===== src/apc_pkg.sv =====
`default_nettype none

package apc_pkg;

  // Character buffer geometry.
  localparam int BUFFER_DEPTH = 256;
  localparam int ADDR_W       = (BUFFER_DEPTH > 1) ? $clog2(BUFFER_DEPTH) : 1;
  localparam int CNT_W        = $clog2(BUFFER_DEPTH + 1);

  // Fixed widths of the beat fields.
  localparam int CHAR_W = 8;
  localparam int KEPT_W = 9;

  // ASCII code points used by the classifier.
  localparam logic [CHAR_W-1:0] CODE_DIGIT_LO = 8'h30;
  localparam logic [CHAR_W-1:0] CODE_DIGIT_HI = 8'h39;
  localparam logic [CHAR_W-1:0] CODE_UPPER_LO = 8'h41;
  localparam logic [CHAR_W-1:0] CODE_UPPER_HI = 8'h5A;
  localparam logic [CHAR_W-1:0] CODE_LOWER_LO = 8'h61;
  localparam logic [CHAR_W-1:0] CODE_LOWER_HI = 8'h7A;
  localparam logic [CHAR_W-1:0] CASE_OFFSET   = 8'h20;

  // Controller states.
  typedef enum logic [1:0] {
    ST_LOAD,
    ST_COMPARE,
    ST_REPORT
  } state_t;

  // Commands from the controller to the datapath.
  typedef struct packed {
    logic load;   // take one input byte
    logic sweep;  // run the pairwise compare
    logic clear;  // drop the string after its result
  } dp_cmd_t;

  // Status from the datapath to the controller.
  typedef struct packed {
    logic sweep_done;
  } dp_status_t;

  // True for ASCII letters and digits.
  function automatic logic is_alnum(input logic [CHAR_W-1:0] c);
    return ((c >= CODE_DIGIT_LO) && (c <= CODE_DIGIT_HI)) ||
           ((c >= CODE_UPPER_LO) && (c <= CODE_UPPER_HI)) ||
           ((c >= CODE_LOWER_LO) && (c <= CODE_LOWER_HI));
  endfunction

  // Fold an upper-case letter to lower case; other codes pass unchanged.
  function automatic logic [CHAR_W-1:0] fold_lower(input logic [CHAR_W-1:0] c);
    if ((c >= CODE_UPPER_LO) && (c <= CODE_UPPER_HI)) begin
      return c + CASE_OFFSET;
    end
    return c;
  endfunction

endpackage

`default_nettype wire


===== src/apc_ctrl.sv =====
`default_nettype none

module apc_ctrl (
  input  wire logic               clk,
  input  wire logic               rst,
  input  wire logic               start,
  input  wire logic               last_char,
  input  wire apc_pkg::dp_status_t status,
  output apc_pkg::dp_cmd_t         cmd,
  output logic                     busy,
  output logic                     done
);

  apc_pkg::state_t state;
  apc_pkg::state_t state_next;

  // State register.
  always_ff @(posedge clk) begin
    if (rst) begin
      state <= apc_pkg::ST_LOAD;
    end else begin
      state <= state_next;
    end
  end

  // Next state and commands.
  always_comb begin
    state_next = state;
    cmd        = '0;
    busy       = 1'b1;
    done       = 1'b0;
    unique case (state)
      apc_pkg::ST_LOAD: begin
        busy     = 1'b0;
        cmd.load = start;
        if (start && last_char) begin
          state_next = apc_pkg::ST_COMPARE;
        end
      end
      apc_pkg::ST_COMPARE: begin
        cmd.sweep = 1'b1;
        if (status.sweep_done) begin
          state_next = apc_pkg::ST_REPORT;
        end
      end
      apc_pkg::ST_REPORT: begin
        done       = 1'b1;
        cmd.clear  = 1'b1;
        state_next = apc_pkg::ST_LOAD;
      end
      default: begin
        state_next = apc_pkg::ST_LOAD;
      end
    endcase
  end

endmodule

`default_nettype wire


===== src/apc_datapath.sv =====
`default_nettype none

module apc_datapath (
  input  wire logic                        clk,
  input  wire logic                        rst,
  input  wire apc_pkg::dp_cmd_t            cmd,
  input  wire logic [apc_pkg::CHAR_W-1:0]  char_code,
  output apc_pkg::dp_status_t              status,
  output logic                             is_palindrome,
  output logic [apc_pkg::KEPT_W-1:0]       kept_length,
  output logic                             overflow
);

  localparam logic [apc_pkg::CNT_W-1:0] DEPTH_CNT = apc_pkg::CNT_W'(apc_pkg::BUFFER_DEPTH);

  logic [apc_pkg::CHAR_W-1:0] char_store [apc_pkg::BUFFER_DEPTH];

  logic [apc_pkg::CNT_W-1:0]  kept_count;
  logic                       overflow_seen;
  logic [apc_pkg::ADDR_W-1:0] front_idx;
  logic                       pair_pending;
  logic                       mismatch;
  logic [apc_pkg::CHAR_W-1:0] front_char;
  logic [apc_pkg::CHAR_W-1:0] back_char;

  logic                       keep_byte;
  logic                       has_room;
  logic [apc_pkg::CNT_W-1:0]  half_count;
  logic [apc_pkg::CNT_W-1:0]  back_pos;
  logic                       pair_left;
  logic                       issue_read;

  // Classify the incoming byte and check room in the buffer.
  assign keep_byte = cmd.load && apc_pkg::is_alnum(char_code);
  assign has_room  = kept_count < DEPTH_CNT;

  // Pair addresses: front index walks up, back index is its mirror.
  assign half_count = kept_count >> 1;
  assign back_pos   = kept_count - apc_pkg::CNT_W'(1) - apc_pkg::CNT_W'(front_idx);
  assign pair_left  = apc_pkg::CNT_W'(front_idx) < half_count;
  assign issue_read = cmd.sweep && !overflow_seen && pair_left;

  // The sweep ends once every pair is issued; the last pair compares on the same edge.
  assign status.sweep_done = overflow_seen || !pair_left;

  // Character buffer: one write port, two registered read ports.
  always_ff @(posedge clk) begin
    if (keep_byte && has_room) begin
      char_store[kept_count[apc_pkg::ADDR_W-1:0]] <= apc_pkg::fold_lower(char_code);
    end
    if (issue_read) begin
      front_char <= char_store[front_idx];
      back_char  <= char_store[back_pos[apc_pkg::ADDR_W-1:0]];
    end
  end

  // Count, overflow and compare state.
  always_ff @(posedge clk) begin
    if (rst || cmd.clear) begin
      kept_count    <= '0;
      overflow_seen <= 1'b0;
      front_idx     <= '0;
      pair_pending  <= 1'b0;
      mismatch      <= 1'b0;
    end else begin
      if (keep_byte) begin
        if (has_room) begin
          kept_count <= kept_count + apc_pkg::CNT_W'(1);
        end else begin
          overflow_seen <= 1'b1;
        end
      end
      if (issue_read) begin
        front_idx <= front_idx + apc_pkg::ADDR_W'(1);
      end
      pair_pending <= issue_read;
      if (pair_pending && (front_char != back_char)) begin
        mismatch <= 1'b1;
      end
    end
  end

  // Result fields, valid while the controller reports.
  assign is_palindrome = !overflow_seen && !mismatch;
  assign kept_length   = apc_pkg::KEPT_W'(kept_count);
  assign overflow      = overflow_seen;

endmodule

`default_nettype wire


===== src/alnum_palindrome_checker_unit.sv =====
// Case-insensitive palindrome check over the ASCII letters and digits of a string.
//
// Input: one byte per beat on char_code, with last_char high on the final byte.
// A beat is taken at a rising edge where start is high and busy is low. Bytes
// that are not letters or digits are dropped; letters are folded to lower case.
// While a string loads, busy stays low and a byte can be taken every cycle.
//
// After the last byte, busy rises and the kept characters are compared in
// pairs from both ends, one pair per cycle through the two read ports of the
// character buffer. The result beat (done high for one cycle, with
// is_palindrome, kept_length and overflow) follows once every pair of the kept
// characters is compared; on overflow the sweep is skipped and the controller
// goes straight from compare to report. busy falls in the cycle after the result.
// The receiver cannot stall: the result is shown for exactly one cycle.
//
// Reset clears the count, overflow flag and controller; the buffer contents
// are not cleared and only positions written for the current string are read.
`default_nettype none

module alnum_palindrome_checker_unit (
  input  wire logic                        clk,
  input  wire logic                        rst,
  input  wire logic                        start,
  input  wire logic [apc_pkg::CHAR_W-1:0]  char_code,
  input  wire logic                        last_char,
  output logic                             busy,
  output logic                             done,
  output logic                             is_palindrome,
  output logic [apc_pkg::KEPT_W-1:0]       kept_length,
  output logic                             overflow
);

  apc_pkg::dp_cmd_t    cmd;
  apc_pkg::dp_status_t status;

  // Sequencing of load, compare and report.
  apc_ctrl u_ctrl (
    .clk       (clk),
    .rst       (rst),
    .start     (start),
    .last_char (last_char),
    .status    (status),
    .cmd       (cmd),
    .busy      (busy),
    .done      (done)
  );

  // Character buffer, count and pair compare.
  apc_datapath u_datapath (
    .clk           (clk),
    .rst           (rst),
    .cmd           (cmd),
    .char_code     (char_code),
    .status        (status),
    .is_palindrome (is_palindrome),
    .kept_length   (kept_length),
    .overflow      (overflow)
  );

endmodule

`default_nettype wire

===== config.mk =====
export PLATFORM = sky130hd
export DESIGN_NAME = alnum_palindrome_checker_unit
export DESIGN_NICKNAME = d
export VERILOG_FILES = /design/src/apc_pkg.sv /design/src/apc_ctrl.sv /design/src/apc_datapath.sv /design/src/alnum_palindrome_checker_unit.sv
export SDC_FILE = /design/constraint.sdc
export NUM_CORES = 2
export LEC_CHECK = 0
export CELL_PAD_IN_SITES_DETAIL_PLACEMENT = 1
export CELL_PAD_IN_SITES_GLOBAL_PLACEMENT = 1
export CORE_ASPECT_RATIO = 0.8
export CORE_MARGIN = 5
export CORE_UTILIZATION = 57
export CTS_CLUSTER_SIZE = 10
export DETAILED_ROUTE_END_ITERATION = 8
export DONT_BUFFER_PORTS = 1
export GPL_ROUTABILITY_DRIVEN = 1
export PLACE_DENSITY_LB_ADDON = 0.1
export SETUP_SLACK_MARGIN = 0.1
export SYNTH_ARGS = -nofsm -noshare
export SYNTH_HDL_FRONTEND = slang
export SYNTH_SLANG_ARGS = --single-unit

===== constraint.sdc =====
create_clock -name clk -period 16.55 [get_ports clk]
set_clock_uncertainty 0.1 [all_clocks]
set_input_delay 0.8275 -clock clk [delete_from_list [all_inputs] [get_ports clk]]
set_output_delay 0.8275 -clock clk [all_outputs]
set_load 0.1 [all_outputs]

# ---- Word-level counts from Yosys, hierarchy flattened
# Memories as Yosys holds them, arrays and structs flattened. A register that Yosys moved wholly into a read port is not among the register bits.
# Cells that the tools add are included.
dict set report op_classes {
  n_mux 14
  add_sub_neg 5
  n_bitwise 1
  n_eq_ne 5
  n_lt_le_gt_ge 8
  n_reduce_logical 21
}
# operator n
set ops {}
lappend ops {{8-bit two-way mux} 3}
lappend ops {{8-bit by 7-bit greater-or-equal comparator with 1-bit output, second input constant} 2}
lappend ops {{8-bit by 7-bit less-or-equal comparator with 1-bit output, second input constant} 2}
lappend ops {{1-bit logical AND} 10}
lappend ops {{9-bit by 1-bit adder with 9-bit output, second input constant} 1}
lappend ops {{9-bit < comparator, second input constant} 1}
lappend ops {{8-bit by 1-bit adder with 8-bit output, second input constant} 1}
lappend ops {{8-bit by 6-bit adder with 8-bit output, second input constant} 1}
lappend ops {{8-bit by 6-bit greater-or-equal comparator with 1-bit output, second input constant} 1}
lappend ops {{8-bit by 6-bit less-or-equal comparator with 1-bit output, second input constant} 1}
lappend ops {{8-bit < comparator} 1}
lappend ops {{1-bit two-way mux} 8}
lappend ops {{8-bit inequality test} 1}
lappend ops {{8-bit by 1-bit subtractor with 8-bit output, second input constant} 1}
lappend ops {{8-bit subtractor} 1}
lappend ops {{2-bit AND reduction} 3}
lappend ops {{1-bit logical OR} 4}
lappend ops {{2-bit two-way mux} 2}
lappend ops {{2-bit case mux with 2 select lines} 1}
lappend ops {{1-bit zero test} 3}
lappend ops {{2-bit by 1-bit == test with 1-bit output, second input constant} 1}
lappend ops {{2-bit == test, second input constant} 1}
lappend ops {{2-bit zero test} 1}
lappend ops {{2-bit by 1-bit inequality test with 1-bit output, second input constant} 1}
lappend ops {{2 further kinds} 2}
dict set report totals {
  in_bits 12
  mem_bits_rw 2048
  elab_cells 61
  reg_bits 22
  output_inout_bits 13
  n_memories 1
}
# name depth word_bits rd rd_ports_with_merged_regs wr line
set memory_table {}
lappend memory_table {u_datapath.char_store 256 8 2 2 1 apc_datapath.sv:16} ;# logic [apc_pkg::CHAR_W-1:0] char_store [apc_pkg::BUFFER_DEPTH];

# ---- Longest topological paths before layout
dict set report logic_depth {
  ltp_word 9
  ltp_mapped 23
}

# ---- By module
# Synthesis repeated with hierarchy kept, for this count alone.
dict set report unflattened {
  cells_unflattened 4914
  area_unflattened_um2 97664.9
}
# module cells_per_inst area_per_inst_um2 n_inst seq_area_each_um2
set modules_own_cells {}
lappend modules_own_cells {apc_datapath 4900 97534.8 1 62379.8}
lappend modules_own_cells {apc_ctrl 14 130.1 1 40.0}

# ---- Worst setup path before layout
# OpenSTA, ideal clock, no wires.
dict set report synth_timing {
  path_type {in2reg}
  start {in char_code[5] (netlist bit)}
  end {mem u_datapath.char_store[0][6] (netlist bit) (data pin)}
  setup_ps 2187
  slack_ps 2677
  arrival_ps 11585
  stages 7
  path_buffers 0
  path_cell_list {inv_1 > ha_1 > nand2b_1 > a21oi_1 > o21ai_0 > a221o_1 > o21ai_0}
}
dict set report synth_between {
  elab_chain_cells 6
}
# item line
set synth_rtl {}
lappend synth_rtl {{start: declaration} alnum_palindrome_checker_unit.sv:24} ;# input wire logic [apc_pkg::CHAR_W-1:0] char_code,
lappend synth_rtl {{8-bit by 7-bit greater-or-equal comparator with 1-bit output or 8-bit by 7-bit less-or-equal comparator with 1-bit output (tied branches)} apc_pkg.sv:51} ;# if ((c >= CODE_UPPER_LO) && (c <= CODE_UPPER_HI)) begin
lappend synth_rtl {{1-bit logical AND} apc_pkg.sv:51}
lappend synth_rtl {{1-bit two-way mux} apc_pkg.sv:51}
lappend synth_rtl {{1-bit two-way mux} apc_datapath.sv:48} ;# if (keep_byte && has_room) begin
lappend synth_rtl {{8-bit two-way mux *} apc_pkg.sv:54} ;# return c;
lappend synth_rtl {{8-bit two-way mux *} apc_datapath.sv:48}
lappend synth_rtl {{end: declaration} apc_datapath.sv:16}
# Every way passes the cells marked *; elsewhere a longest branch is shown, timed or not. The select of a mux whose other input is x is not followed.

# ---- Worst setup path in the final report
dict set report layout_timing {
  start {reg u_datapath.front_idx[0] (netlist bit)}
  end {reg u_datapath.back_char[0] (netlist bit), read port of u_datapath.char_store (data pin)}
}
dict set report layout_between {
  elab_chain_cells 2
}
# item line
set layout_rtl {}
lappend layout_rtl {{start: declaration} apc_datapath.sv:20} ;# logic [apc_pkg::ADDR_W-1:0] front_idx;
lappend layout_rtl {{start signal: assignment} apc_datapath.sv:74} ;# front_idx <= front_idx + apc_pkg::ADDR_W'(1);
lappend layout_rtl {{8-bit < comparator} apc_datapath.sv:40} ;# assign pair_left = apc_pkg::CNT_W'(front_idx) < half_count;
lappend layout_rtl {{1-bit logical AND} apc_datapath.sv:41} ;# assign issue_read = cmd.sweep && !overflow_seen && pair_left;
lappend layout_rtl {{end: declaration} apc_datapath.sv:24} ;# logic [apc_pkg::CHAR_W-1:0] back_char;
# Parallel ways exist; a longest one is shown, timed or not.
# A chain may end at the register's enable or synchronous reset.

==> flow_summary.ini <==
[critical_path]
crit_type = reg -> reg
cp-end-kind = register
cp-start-kind = register
r2r-start = u_datapath.front_idx[0]$_SDFFE_PP0P_
setup.worst_path.start = u_datapath.front_idx[0]$_SDFFE_PP0P_
reg2reg_depth = 14
crit_arrival_ns = 7.49
required_ns = 17.05
r2r-end = u_datapath.back_char[0]$_DFFE_PP_
reg2reg_setup_slack_ns = 9.56
crit_path_max_fanout = 41

[pwr]
power_frac_comb = 0.067
clockPowerShare = 0.405
p_sw_frac = 0.226
intPower_mw = 8.55
vdd_drop_max_mv = 0.111
netSwitchingPower_mw = 2.49
power_density_nw_per_um2 = 104
p_leak_nw = 32.8
seqPwrFrac = 0.528
p_total_mw = 11.0

[cts]
hold_buffers = 7
clkLatencyLatePin_ns = 0.86
postCtsSetupRepairBufs = 0
ctsResizeCount = 0
htree_levels = 4
clockBufferDepth = 3
cts_tree = built
clock-sinks = 2086
path_clk_slew_ns = 0.06
cts_buffers = 228
cts_root_buffer = clkbuf_16

[min_path]
worstHoldStart = char_code[0]
holdPathStages = 0
whs_endpoint = u_datapath.char_store[28][0]$_DFFE_PP_
holdCritPathClass = in -> reg

[sta]
relSlewSlack = 0.0447
finalHoldViolations = 0
whs_ns = 0.0536
slew_violations = 0
period_needed_ns = 6.99
worst_pin_slew_ns = 1.43
final-setup-viol-count = 0
rsz0062_at_grt = no
fmax_mhz = 143
setup_tns_ns = 0
period_share = 0.423

[synth]
yosysWarnings = 0
ys_ff_latch = 2086
synth_nets = 5130
ys_async_sr_fraction = 0
syn-cell-area_um2 = 97900
syn_avg_cell_area_um2 = 19.2
seq_area_frac_synth = 0.637
synth_flop_cell = edfxtp_1
synthCells = 5096
synth.distinct_cells = 56
synth_edf_count = 2064

[grt]
grt_max_degree = 261
use_met1 = 0.522
busiest_layer = met1
grt_use_total = 0.357
grt_pass1_wl_um = 450000
antenna_found_initial = 25
grt_pass1_vias = 57000
met3_usage = 0.119
grtUsageMet2 = 0.513
grt_overflow = 0

[floorplanning]
die-area_um2 = 180000
initial_core_util = 0.572
die_w_um = 473
rows = 136
ioPinCount = 25
core_um2 = 171000
die_h_um = 381

[detailed_routing]
drtPass1Iterations = 5
dr_total_vias = 57400
final_antenna_net_count = 0
drt_iter0_drc = 9671
drc_errors = 0
via_per_inst = 7.75
wl_um = 320000
post_drt_wl_per_cell_um = 43.2

[placed_design]
globalplace.congestion = 0.864
port_buffers = 0
place_area_um2 = 100000
place_hpwl_um = 198000

[final_layout]
nFillCells = 14000
fin_util = 0.622
stdcell_area_um2 = 107000
layout-drive-gt1-share = 0.315
nets = 5093
area_delta_synth_final_pct = 8.89

[flow_run]
drv_cap = 0

[run_status]
status = completed
==> per-layer routing <==
| metal | vias up | share of wire |
|---|---|---|
| met5 | - | 0.00033 |
| met4 | 16 | 0.039 |
| met3 | 620 | 0.14 |
| met2 | 4257 | 0.45 |
| li1 | 21500 | - |
| met1 | 31000 | 0.38 |
==> per-stage QoR <==
stage                     setup WS (ns)  cells
after global routing               9.34   7398
after global placement             9.68   7098
after detailed placement           9.62   7098
after floorplan                    2.68   5096
after CTS                          9.57   7394
final                              9.56   7407
==> sequential cells by signal, indices dropped and copies added (netlist names) <==
| name | flops |
|---|---|
| u_datapath.mismatch | 1 |
| u_datapath.char_store | 2048 |
| u_ctrl.state | 2 |
| u_datapath.overflow | 1 |
| u_datapath.kept_length | 9 |
| u_datapath.pair_pending | 1 |
| u_datapath.back_char | 8 |
| u_datapath.front_idx | 8 |
| u_datapath.front_char | 8 |
==> cells in the final DEF, fill, tap and decap left out, drive strengths merged, types with 15 or more instances in the layout <==
| master | netlist | final |
|---|---|---|
| edfxtp | 2064 | 2064 |
| mux4 | 1172 | 1172 |
| nand2 | 435 | 435 |
| nor2 | 302 | 302 |
| clkbuf | 234 | 277 |
| nand3 | 237 | 237 |
| buf | 181 | 141 |
| a31oi | 86 | 86 |
| a311oi | 38 | 38 |
| and3 | 35 | 35 |
| mux2i | 32 | 32 |
| inv | 21 | 28 |
| a21oi | 27 | 27 |
| dfxtp | 22 | 22 |
| ha | 21 | 21 |
| a211oi | 19 | 19 |
| xnor2 | 17 | 17 |
| nor3b | 16 | 16 |
| o21ai | 15 | 15 |
==> Yosys cell counts (27+ instances only) <==
master / count / area share
nor2_1: 302 / 0.012
a311oi_1: 38 / 0.0034
a31oi_1: 86 / 0.0055
edfxtp_1: 2064 / 0.63
mux2i_1: 32 / 0.0033
nand2_1: 435 / 0.017
a21oi_1: 27 / 0.0014
clkbuf_1: 234 / 0.0090
mux4_2: 1172 / 0.27
buf_2: 128 / 0.0065
nand3_1: 237 / 0.012
and3_1: 35 / 0.0022
buf_1: 32 / 0.0012
==> cell type report <==
cell class                 instances  area (µm²)  share of cell area
sequential                      2086       62400               0.586
multi-input combinational       2573       33900               0.317
clock buffer                     277        5950              0.0558
tap                             2277        2850              0.0267
timing repair buffer             148        1280              0.0120
clock inverter                    12         141             0.00133
inverter                          22        90.1            0.000845
antenna                           12        30.0            0.000282
==> critical path: stages, from the launching register on <==
cell     delay, ns
dfxtp_4       0.82
inv_1         0.25
ha_4          0.24
fa_4          1.25
buf_4         0.68
buf_4         0.44
buf_4         0.60
buf_4         0.63
mux4_2        0.40
nand2_1       0.09
nand3_1       0.17
nand2_1       0.23
mux4_2        0.28
o32ai_1       0.14
a211o_1       0.31
==> power by group through the flow <==
stage	registers [mW]	clock network [mW]	logic, mW
global route	5.82	4.75	0.760
global placement	5.93	0	0.707
finish	5.83	4.47	0.740
floorplan	5.96	0	0.416
detailed placement	5.93	0	0.716
CTS	5.82	4.49	0.724
==> cell families (layout without fill, tap and decap cells) <==
| group | Yosys count | count (layout) | share of synthesized area |
|---|---|---|---|
| other | 0 | 12 | 0 |
| multiplexers | 1212 | 1212 | 0.274 |
| AO/OA/AOI/OAI | 243 | 243 | 0.0176 |
| buffers and inverters | 437 | 459 | 0.0193 |
| AND/OR/NAND/NOR | 1068 | 1068 | 0.0466 |
| adder cells (fa/ha/maj) | 22 | 22 | 0.00289 |
| flip-flops | 2086 | 2086 | 0.637 |
| XOR/XNOR | 28 | 28 | 0.00250 |
==> how the worst max path moves through the flow <==
stage	slack (ns)	cells after the start	endpoint
2_1_floorplan	2.68	7	u_datapath.char_store[0][6]$_DFFE_PP_
3_3_place_gp	9.68	14	u_datapath.back_char[0]$_DFFE_PP_
3_5_place_dp	9.62	14	u_datapath.back_char[2]$_DFFE_PP_
4_1_cts	9.57	14	u_datapath.back_char[2]$_DFFE_PP_
5_1_grt	9.34	14	u_datapath.back_char[2]$_DFFE_PP_
6_report	9.56	14	u_datapath.back_char[0]$_DFFE_PP_
Power figures use the tool's default switching activity.
